`config.mk`:
```
export PLATFORM = sky130hd
export DESIGN_NAME = aes_cfg
export DESIGN_NICKNAME = d
export VERILOG_FILES = /design/src/hw/rtl/aes_pkg.sv /design/src/hw/rtl/aes_cfg.sv
export SDC_FILE = /design/constraint.sdc
export NUM_CORES = 1
export LEC_CHECK = 0
export BUFFER_PORTS_ARGS = -buffer_cell sky130_fd_sc_hd__clkbuf_2
export CORE_MARGIN = 10
export CORE_UTILIZATION = 30
export CTS_BUF_LIST = sky130_fd_sc_hd__clkbuf_4 sky130_fd_sc_hd__clkbuf_8
export CTS_CLUSTER_DIAMETER = 60
export DETAILED_ROUTE_END_ITERATION = 12
export PLACE_DENSITY = 0.55
export SETUP_SLACK_MARGIN = 0.3
export SYNTH_ARGS = -nofsm -noshare
export SYNTH_HDL_FRONTEND = slang
export SYNTH_SLANG_ARGS = --single-unit
```
`constraint.sdc`:
```
create_clock -name clk -period 0.8 [get_ports clk]
set_input_delay 0.04 -clock clk [delete_from_list [all_inputs] [get_ports clk]]
set_output_delay 0.04 -clock clk [all_outputs]
set_load 0.01 [all_outputs]
```
`src/hw/rtl/aes_pkg.sv`:
```
// ============================================================================
// AES-128 package
// Shared types, constants and round functions for the AES-128 block pipeline.
// ============================================================================
package aes_pkg;

  localparam int unsigned BlockW    = 128;
  localparam int unsigned NumRounds = 10;

  // Register map: 64-bit registers at 8-byte strides, selected by paddr[3]
  typedef enum logic {
    REG_KEY_HIGH = 1'b0,
    REG_KEY_LOW  = 1'b1
  } reg_idx_t;

  // State plus the round key that goes with it; byte k sits at [127-8k -: 8]
  typedef struct packed {
    logic [BlockW-1:0] state;
    logic [BlockW-1:0] rkey;
  } stage_t;

  localparam logic [7:0] SBOX [256] = '{
    8'h63,8'h7C,8'h77,8'h7B,8'hF2,8'h6B,8'h6F,8'hC5,8'h30,8'h01,8'h67,8'h2B,8'hFE,8'hD7,8'hAB,8'h76,
    8'hCA,8'h82,8'hC9,8'h7D,8'hFA,8'h59,8'h47,8'hF0,8'hAD,8'hD4,8'hA2,8'hAF,8'h9C,8'hA4,8'h72,8'hC0,
    8'hB7,8'hFD,8'h93,8'h26,8'h36,8'h3F,8'hF7,8'hCC,8'h34,8'hA5,8'hE5,8'hF1,8'h71,8'hD8,8'h31,8'h15,
    8'h04,8'hC7,8'h23,8'hC3,8'h18,8'h96,8'h05,8'h9A,8'h07,8'h12,8'h80,8'hE2,8'hEB,8'h27,8'hB2,8'h75,
    8'h09,8'h83,8'h2C,8'h1A,8'h1B,8'h6E,8'h5A,8'hA0,8'h52,8'h3B,8'hD6,8'hB3,8'h29,8'hE3,8'h2F,8'h84,
    8'h53,8'hD1,8'h00,8'hED,8'h20,8'hFC,8'hB1,8'h5B,8'h6A,8'hCB,8'hBE,8'h39,8'h4A,8'h4C,8'h58,8'hCF,
    8'hD0,8'hEF,8'hAA,8'hFB,8'h43,8'h4D,8'h33,8'h85,8'h45,8'hF9,8'h02,8'h7F,8'h50,8'h3C,8'h9F,8'hA8,
    8'h51,8'hA3,8'h40,8'h8F,8'h92,8'h9D,8'h38,8'hF5,8'hBC,8'hB6,8'hDA,8'h21,8'h10,8'hFF,8'hF3,8'hD2,
    8'hCD,8'h0C,8'h13,8'hEC,8'h5F,8'h97,8'h44,8'h17,8'hC4,8'hA7,8'h7E,8'h3D,8'h64,8'h5D,8'h19,8'h73,
    8'h60,8'h81,8'h4F,8'hDC,8'h22,8'h2A,8'h90,8'h88,8'h46,8'hEE,8'hB8,8'h14,8'hDE,8'h5E,8'h0B,8'hDB,
    8'hE0,8'h32,8'h3A,8'h0A,8'h49,8'h06,8'h24,8'h5C,8'hC2,8'hD3,8'hAC,8'h62,8'h91,8'h95,8'hE4,8'h79,
    8'hE7,8'hC8,8'h37,8'h6D,8'h8D,8'hD5,8'h4E,8'hA9,8'h6C,8'h56,8'hF4,8'hEA,8'h65,8'h7A,8'hAE,8'h08,
    8'hBA,8'h78,8'h25,8'h2E,8'h1C,8'hA6,8'hB4,8'hC6,8'hE8,8'hDD,8'h74,8'h1F,8'h4B,8'hBD,8'h8B,8'h8A,
    8'h70,8'h3E,8'hB5,8'h66,8'h48,8'h03,8'hF6,8'h0E,8'h61,8'h35,8'h57,8'hB9,8'h86,8'hC1,8'h1D,8'h9E,
    8'hE1,8'hF8,8'h98,8'h11,8'h69,8'hD9,8'h8E,8'h94,8'h9B,8'h1E,8'h87,8'hE9,8'hCE,8'h55,8'h28,8'hDF,
    8'h8C,8'hA1,8'h89,8'h0D,8'hBF,8'hE6,8'h42,8'h68,8'h41,8'h99,8'h2D,8'h0F,8'hB0,8'h54,8'hBB,8'h16
  };

  function automatic logic [7:0] sbox(input logic [7:0] b);
    return SBOX[b];
  endfunction

  // Round constant for the key words of round rnd (1..10)
  function automatic logic [7:0] rcon(input logic [3:0] rnd);
    logic [7:0] r;
    case (rnd)
      4'd1:    r = 8'h01;
      4'd2:    r = 8'h02;
      4'd3:    r = 8'h04;
      4'd4:    r = 8'h08;
      4'd5:    r = 8'h10;
      4'd6:    r = 8'h20;
      4'd7:    r = 8'h40;
      4'd8:    r = 8'h80;
      4'd9:    r = 8'h1B;
      4'd10:   r = 8'h36;
      default: r = 8'h00;
    endcase
    return r;
  endfunction

  function automatic logic [7:0] xtime(input logic [7:0] a);
    return {a[6:0], 1'b0} ^ (a[7] ? 8'h1B : 8'h00);
  endfunction

  function automatic logic [31:0] mix_column(input logic [31:0] col);
    logic [7:0] a0, a1, a2, a3;
    a0 = col[31:24];
    a1 = col[23:16];
    a2 = col[15:8];
    a3 = col[7:0];
    return {xtime(a0) ^ xtime(a1) ^ a1 ^ a2 ^ a3,
            xtime(a1) ^ xtime(a2) ^ a2 ^ a3 ^ a0,
            xtime(a2) ^ xtime(a3) ^ a3 ^ a0 ^ a1,
            xtime(a3) ^ xtime(a0) ^ a0 ^ a1 ^ a2};
  endfunction

  // SubBytes and ShiftRows: out byte (c,r) = S(in byte ((c+r) mod 4, r))
  function automatic logic [BlockW-1:0] sub_shift(input logic [BlockW-1:0] s);
    logic [BlockW-1:0] t;
    logic [1:0]        src;
    for (int c = 0; c < 4; c++) begin
      for (int r = 0; r < 4; r++) begin
        src = 2'(c + r);
        t[BlockW-1-8*(4*c+r) -: 8] = sbox(s[BlockW-1-8*(4*int'(src)+r) -: 8]);
      end
    end
    return t;
  endfunction

  function automatic logic [BlockW-1:0] mix_columns(input logic [BlockW-1:0] s);
    logic [BlockW-1:0] t;
    for (int c = 0; c < 4; c++) begin
      t[BlockW-1-32*c -: 32] = mix_column(s[BlockW-1-32*c -: 32]);
    end
    return t;
  endfunction

  // One step of the key schedule: round key rnd-1 to round key rnd
  function automatic logic [BlockW-1:0] key_step(input logic [BlockW-1:0] k,
                                                 input logic [3:0]        rnd);
    logic [31:0] w0, w1, w2, w3, t;
    t  = k[31:0];
    t  = {sbox(t[23:16]), sbox(t[15:8]), sbox(t[7:0]), sbox(t[31:24])};
    t  = t ^ {rcon(rnd), 24'h000000};
    w0 = k[127:96] ^ t;
    w1 = k[95:64]  ^ w0;
    w2 = k[63:32]  ^ w1;
    w3 = k[31:0]   ^ w2;
    return {w0, w1, w2, w3};
  endfunction

endpackage

```
`src/hw/rtl/aes_cfg.sv`:
```
// ============================================================================
// AES key registers
// APB-style register file holding the 128-bit key as two 64-bit registers.
// ============================================================================
module aes_cfg (
  input  logic        clk,
  input  logic        rst_n,
  input  logic        psel,
  input  logic        penable,
  input  logic        pwrite,
  input  logic [3:0]  paddr,
  input  logic [63:0] pwdata,
  output logic [63:0] prdata,
  output logic        pready,
  output logic [127:0] key
);

  logic [63:0]       key_high_r;
  logic [63:0]       key_low_r;
  aes_pkg::reg_idx_t idx;
  logic              wr_en;

  // byte offset within a register is ignored
  assign idx    = aes_pkg::reg_idx_t'(paddr[3]);
  assign wr_en  = psel && penable && pwrite;
  assign pready = 1'b1;

  always_ff @(posedge clk) begin
    if (!rst_n) begin
      key_high_r <= '0;
      key_low_r  <= '0;
    end else if (wr_en) begin
      unique case (idx)
        aes_pkg::REG_KEY_HIGH: key_high_r <= pwdata;
        aes_pkg::REG_KEY_LOW:  key_low_r  <= pwdata;
        default: ;
      endcase
    end
  end

  always_comb begin
    unique case (idx)
      aes_pkg::REG_KEY_HIGH: prdata = key_high_r;
      aes_pkg::REG_KEY_LOW:  prdata = key_low_r;
      default:               prdata = '0;
    endcase
  end

  assign key = {key_high_r, key_low_r};

endmodule

```
==> summary.md, run 1 <==
| Metric | Value |
|---|---|
| Status | `finished, violations left` |
| Failing checks | `negative hold slack, negative setup slack` |
| Die width | `156 um` |
| Startpoint Class | `register` |
| Global placer's final weighted congestion | `0.745` |
| Dpl cell area | `8180 um^2` |
| Worst Setup SP | `key_low_r[12]` |
| Layout filler cell count | `1,181` |
| First-pass detailed-route iteration total | `4` |
| Hold Path Class | `input port to register` |
| Layout Nets | `1,154` |
| Post-synth EDFFs | `0` |
| Largest net degree at the start of global routing | `41` |
| First DRT Iteration DRCs | `113` |
| Max VDD drop | `0.898 mV` |
| # IOs | `266` |
| Reg power frac | `42.4%` |
| Core area | `18,100 um^2` |
| Initial Util | `30.7%` |
| PwrDens | `1250 nW/um^2` |
| Worst-path clk slew | `80 ps` |
| RR Startpoint | `key_high_r[20]` |
| Crit Path Class | `register to output port` |
| Final Slew Violations | `0` |
| Vias | `6,136` |
| Die Y | `156 um` |
| Post-Place Worst Slack | `-298 ps` |
| Multi-input logic area | `3200 um^2` |
| Finish-stage setup viols | `212` |
| Input/output buffers | `261` |
| Clock Latency Late Sink | `440 ps` |
| Clock root cell | `clkbuf_8` |
| Tcrit/Tclk final | `154%` |
| Ys async rst share | `0%` |
| Post-synthesis sequential area ratio | `46.0%` |
| Top FF cell, synth | `dfxtp_1` |
| Vias in the first global route | `6,133` |
| Critical Path Sink Type | `output port` |
| Seq cells post-synth | `128` |
| Fin Setup TNS | `-60,710 ps` |
| Synth warn | `0` |
| Final min period | `1230 ps` |
| Commonest cells in the netlist | `nand2_1, dfxtp_1, mux2i_1` |
| Leakage power | `6.05 nW` |
| P_sw | `4.00 mW` |
| WL/cell | `19.0 um` |
| CTS Buf Count | `17` |
| Final WS setup | `-432 ps` |
| Max cap viols | `0` |
| RSZ-0062 raised after global routing | `true` |
| Hold buffer count at CTS | `64` |
| Die Area | `24,400 um^2` |
| Hold WS | `-67.0 ps` |
| ANT nets after route | `0` |
| Initial antenna violation count | `0` |
| F_max | `812 MHz` |
| Ant diodes | `0` |
| Area leader, netlist | `dfxtp_1` |
| CTS tree | `built` |
| Syn_area_per_cell | `9.99 um^2` |
| Largest cells by area after synthesis | `dfxtp_1, mux2i_1, nand2_1` |
| Tot Pwr | `15.7 mW` |
| Hold Startpoint | `rst_n` |
| Clock Sinks | `128` |
| DRC viols | `0` |
| Yosys cell types | `13` |
| Synth Instances | `558` |
| Cell area after layout | `12,500 um^2` |
| WP data arrival | `1190 ps` |
| P_int | `11.7 mW` |
| Vias/cell | `4.64` |
| GRT Resource Usage Total | `16.4%` |
| Switching share of power | `25.5%` |
| Layout cell share with drive strength beyond 1 | `72.5%` |
| First-pass GRT wire length | `32,200 um` |
| Detail Placement HPWL | `14,000 um` |
| Storage element area | `2730 um^2` |
| Grt total ovfl | `0` |
| Final hold vios | `4` |
| Worst-path maximum fanout | `2` |
| Cell with the most instances after synthesis | `nand2_1` |
| Mapped Area | `5570 um^2` |
| Critical Path RT | `760 ps` |
| Wirelength, routed | `25,100 um` |
| Clock buffer depth | `2` |
| Comb power frac | `17.3%` |
| Clock power frac | `40.3%` |
| Post-synth top area share | `46.0%` |
| Site Rows | `49` |
| Post-Synthesis Net Count | `631` |
| H-tree depth | `4` |
| Area Growth Syn to Fin | `124%` |
| Clock skew | `0 ps` |
metrics by stage:
stage / cells / utilization (%)
global placement: 1127 / 45.1
floorplan: 558 / -
finish: 1322 / 68.9
CTS: 1242 / 58.9
detailed placement: 1127 / 45.1
global route: 1322 / 68.9
kinds of logic (layout without fill, tap and decap cells):
group                  count (synthesis)  count (layout)  share of synthesized area (%)
other                                  1               1                         0.0673
multiplexers                         192             192                           35.9
flip-flops                           128             128                           46.0
AND/OR/NAND/NOR                      194             194                           13.2
buffers and inverters                 43             578                           4.80
worst max-delay path, cell delays in order, from the launching register on:
cell	delay, ps
dfxtp_2	340
mux2_4	280
buf_6	130
power by group through the flow:
stage / combinational (mW) / sequential [mW] / clock, mW
after floorplan: 0.872 / 6.82 / 0
after global placement: 1.67 / 6.74 / 0
after detailed placement: 1.67 / 6.74 / 0
after CTS: 2.18 / 6.63 / 6.45
after global routing: 2.87 / 6.66 / 6.73
final: 2.71 / 6.64 / 6.32
layout by cell type, fill, tap and decap left out, drive strengths merged:
master and instances:
mux2 64, nand2 192, mux2i 128, and4b 1, clkinv 3, bufinv 4
conb 1, dfxtp 128, inv 2, clkinvlp 3, dlygate4sd3 64, nand4 1
clkbuf 100, buf 402
flip-flops by register name, summed over array words and instances (netlist names):
signal,flops
key_high_r,64
key_low_r,64
final timing paths:
check / end / slack [ps] / depth (start not counted)
max: prdata[12] / -430 / 2
min: key_low_r[11] / -70 / 3
max reg2reg: key_high_r[20] / -180 / 6
min reg2reg: key_high_r[15] / 480 / 2
layer usage:
metal	part of all wire [%]	vias up	global-route usage, %
li1	-	2899	-
met1	36	3009	16.7
met2	55	186	30.2
met3	6.2	42	6.61
met4	2.5	0	4.67
met5	0	-	0
layout make-up:
cell class / instances / area share (%)
Clock inverter: 12 / 1.46
Tap cell: 229 / 2.29
Timing Repair Buffer: 547 / 46.7
Multi-Input combinational cell: 387 / 25.6
Sequential cell: 128 / 21.8
Clock buffer: 19 / 2.09
repair_timing:
action | in CTS | in global routing
gates resized for setup | 326 | 458
hold endpoints to repair | 128 | 4
pin swaps | 0 | 0
endpoints found under the setup margin | 320 | 320
setup buffers | 20 | 80
Note: power is estimated with default switching activity, not from simulation.
==> run 2: changes to the inputs <==
--- a/config.mk
+++ b/config.mk
@@ -5,13 +5,14 @@
 export SDC_FILE = /design/constraint.sdc
 export NUM_CORES = 1
 export LEC_CHECK = 0
+export ABC_AREA = 1
 export BUFFER_PORTS_ARGS = -buffer_cell sky130_fd_sc_hd__clkbuf_2
 export CORE_MARGIN = 10
 export CORE_UTILIZATION = 30
 export CTS_BUF_LIST = sky130_fd_sc_hd__clkbuf_4 sky130_fd_sc_hd__clkbuf_8
 export CTS_CLUSTER_DIAMETER = 60
 export DETAILED_ROUTE_END_ITERATION = 12
-export PLACE_DENSITY = 0.55
+export PLACE_DENSITY = 0.54
 export SETUP_SLACK_MARGIN = 0.3
 export SYNTH_ARGS = -nofsm -noshare
 export SYNTH_HDL_FRONTEND = slang
==> summary.md, run 2 <==
| Metric | Value |
|---|---|
| Area leader, netlist | `dfxtp_1 (unchanged)` |
| CTS tree | `built (unchanged)` |
| Clock Sinks | `128 (unchanged)` |
| Fin Setup TNS | `-39,650 ps (was -60,710 ps)` |
| PwrDens | `1360 nW/um^2 (was 1250 nW/um^2)` |
| Hold WS | `-83.6 ps (was -67.0 ps)` |
| Site Rows | `51 (was 49)` |
| Seq cells post-synth | `128 (unchanged)` |
| Vias | `7,320 (was 6,136)` |
| Worst-path maximum fanout | `3 (was 2)` |
| F_max | `897 MHz (was 812 MHz)` |
| Post-synthesis adder-cell area fraction | `0% (unchanged)` |
| Commonest cells in the netlist | `nand2_1, nor2_1, dfxtp_1, nand3_1, inv_1 (was nand2_1, dfxtp_1, mux2i_1)` |
| DR WL met3 | `1980 um (was 1560 um)` |
| Worst Setup SP | `key_low_r[14] (was key_low_r[12])` |
| Die width | `161 um (was 156 um)` |
| Final min period | `1120 ps (was 1230 ps)` |
| First-pass detailed-route iteration total | `4 (unchanged)` |
| Crit Path Class | `register to output port (unchanged)` |
| Status | `finished, violations left (unchanged)` |
| Largest cells by area after synthesis | `dfxtp_1, nand2_1, nor2_1 (was dfxtp_1, mux2i_1, nand2_1)` |
| H-tree depth | `4 (unchanged)` |
| Tot Pwr | `16.5 mW (was 15.7 mW)` |
| Initial antenna violation count | `0 (unchanged)` |
| DRC viols | `0 (unchanged)` |
| Leakage power | `5.73 nW (was 6.05 nW)` |
| CTS Buf Count | `17 (unchanged)` |
| WL/cell | `17.3 um (was 19.0 um)` |
| Slowest stage delay, CP | `380 ps (was 340 ps)` |
| Worst-path clk slew | `90 ps (was 80 ps)` |
| # IOs | `266 (unchanged)` |
| Layout cell share with drive strength beyond 1 | `57.6% (was 72.5%)` |
| Clock buffer depth | `2 (unchanged)` |
| Top FF cell, synth | `dfxtp_1 (unchanged)` |
| Critical Path Sink Type | `output port (unchanged)` |
| Syn_area_per_cell | `6.16 um^2 (was 9.99 um^2)` |
| Die Y | `161 um (was 156 um)` |
| Area Growth Syn to Fin | `103% (was 124%)` |
| Combinational family with the most area after synthesis | `simple AND/OR/NAND/NOR gates (was multiplexers)` |
| ANT nets after route | `0 (unchanged)` |
| RSZ-0062 raised after global routing | `true (unchanged)` |
| Most common cell after layout, fill and taps aside | `nand2_1 (was buf_6)` |
| Layout filler cell count | `1,685 (was 1,181)` |
| Internal reg-to-reg setup slack | `20 ps (was -180 ps)` |
| Post-synth EDFFs | `0 (unchanged)` |
| Cell with the most instances after synthesis | `nand2_1 (unchanged)` |
| Vias in the first global route | `7,012 (was 6,133)` |
| Grt total ovfl | `0 (unchanged)` |
| Met2 WL | `13,200 um (was 13,800 um)` |
| DR top layer | `met4 (unchanged)` |
| Post-Synthesis Net Count | `1,046 (was 631)` |
| Post-synthesis compound-gate area fraction | `0% (unchanged)` |
| Post-synth top area share | `42.7% (was 46.0%)` |
| Post-synthesis xor/xnor area fraction | `0% (unchanged)` |
| Post-synthesis sequential area ratio | `42.7% (was 46.0%)` |
| Reg2Reg Depth | `4 (was 6)` |
| Synth warn | `0 (unchanged)` |
| RR Startpoint | `key_high_r[21] (was key_high_r[20])` |
| Detail Placement HPWL | `15,400 um (was 14,000 um)` |
| Startpoint Class | `register (unchanged)` |
| Vias/cell | `4.59 (was 4.64)` |
| Cell area after layout | `12,200 um^2 (was 12,500 um^2)` |
| Failing checks | `negative hold slack, negative setup slack (unchanged)` |
| Biggest regs | `key_high_r (64), key_low_r (64) (unchanged)` |
| Largest net degree at the start of global routing | `55 (was 41)` |
| WP data arrival | `1080 ps (was 1190 ps)` |
| Final WS setup | `-315 ps (was -432 ps)` |
| Post-Route M1 WL | `12,100 um (was 9140 um)` |
| First DRT Iteration DRCs | `350 (was 113)` |
| Final Slew Violations | `0 (unchanged)` |
| R2r endpoint | `key_high_r[21] (was key_high_r[20])` |
| Global placer's final weighted congestion | `0.784 (was 0.745)` |
| Input/output buffers | `261 (unchanged)` |
| Dpl cell area | `8150 um^2 (was 8180 um^2)` |
| GRT Resource Usage Total | `19.3% (was 16.4%)` |
| Ant diodes | `0 (unchanged)` |
| Slowest stage cell, crit path | `dfxtp_4 (was dfxtp_2)` |
| Most frequent cell on the critical path | `nand2_1` |
| Ys async rst share | `0% (unchanged)` |
| Most frequent cells in the layout | `nand2_1, nor2_1, buf_6 (was buf_6, mux2i_1, dfxtp_2)` |
| Max VDD drop | `0.893 mV (was 0.898 mV)` |
| Hold Startpoint | `pwdata[10] (was rst_n)` |
| Wirelength, routed | `27,600 um (was 25,100 um)` |
| Mux share of post-synthesis cell area | `0% (was 35.9%)` |
| Layout Nets | `1,391 (was 1,154)` |
| Synth Instances | `973 (was 558)` |
| Hold depth | `5 (was 3)` |
| Hold Path Class | `input port to register (unchanged)` |
| Core area | `19,600 um^2 (was 18,100 um^2)` |
| Yosys cell types | `13 (unchanged)` |
| Max cap viols | `0 (unchanged)` |
| First-pass GRT wire length | `40,400 um (was 32,200 um)` |
| Clock skew | `0 ps (unchanged)` |
| Simple-gate area share of the yosys netlist | `47.4% (was 13.2%)` |
| Final hold vios | `124 (was 4)` |
| Crit path cell chain | `nand2_1 > nand2_1 > buf_2 (was mux2_4 > buf_6)` |
| Worst Hold Path EP | `key_high_r[10] (was key_low_r[11])` |
| Finish-stage setup viols | `216 (was 212)` |
| Critical Path RT | `760 ps (about the same)` |
| Tcrit/Tclk final | `139% (was 154%)` |
| Mapped Area | `6000 um^2 (was 5570 um^2)` |
| Clock Latency Late Sink | `430 ps (was 440 ps)` |
| Die Area | `26,000 um^2 (was 24,400 um^2)` |
| Clock root cell | `clkbuf_8 (unchanged)` |
| Initial Util | `30.6% (was 30.7%)` |
| Post-Place Worst Slack | `-316 ps (was -298 ps)` |
-- run 2: kinds of logic after synthesis --
kind of cell           Yosys count
other                            1
and+or+nand+nor                709
DFF                            128
buffers and inverters          135
-- run 2: per-stage QoR --
| stage | cells | utilization (%) |
|---|---|---|
| 2_1_floorplan | 973 | - |
| 3_3_place_gp | 1459 | 41.6 |
| 3_5_place_dp | 1459 | 41.6 |
| 4_1_cts | 1551 | 52.5 |
| 5_1_grt | 1596 | 62.1 |
| 6_report | 1596 | 62.1 |
-- run 2: critical path, delay by kind of cell, from the launching register on --
family / cells / cell delay, ps
buffers and inverters: 1 / 120
and+or+nand+nor: 2 / 130
DFF: 1 / 380
-- run 2: worst max-delay path by stage --
stage / slack, ps / endpoint / depth (start not counted)
floorplan: 60 / key_high_r[10] / 7
global placement: -300 / key_low_r[54] / 7
detailed placement: -320 / key_low_r[6] / 7
CTS: -340 / prdata[31] / 3
global route: -410 / prdata[14] / 3
finish: -320 / prdata[14] / 3
-- run 2: layer usage --
layer / GRT usage [%] / up-vias
met5: 0 / -
li1: - / 3654
met2: 30.6 / 223
met1: 24.8 / 3420
met3: 6.10 / 23
met4: 4.92 / 0
-- run 2: what timing repair did --
item,CTS,global route
setup endpoints to repair,320,320
buffers inserted,35,41
pin swaps,178,99
hold endpoints to repair,128,125
gates cloned,25,4
gates resized for setup,217,506
-- run 2: area by class of cell --
type                    count  area [um^2]  share of cell area, %
repair buffers            395         4570                   37.5
multi-input cells         710         3750                   30.9
flip-flops and latches    128         2820                   23.2
well taps                 265          332                   2.73
clock buffers              21          277                   2.27
inverters                  66          263                   2.16
clock inverters            11          155                   1.28
-- run 2: where the power goes --
group	internal [mW]	switching, mW	total, mW
clock network	3.35	2.86	6.21
logic	1.78	1.72	3.50
registers	6.54	0.255	6.80
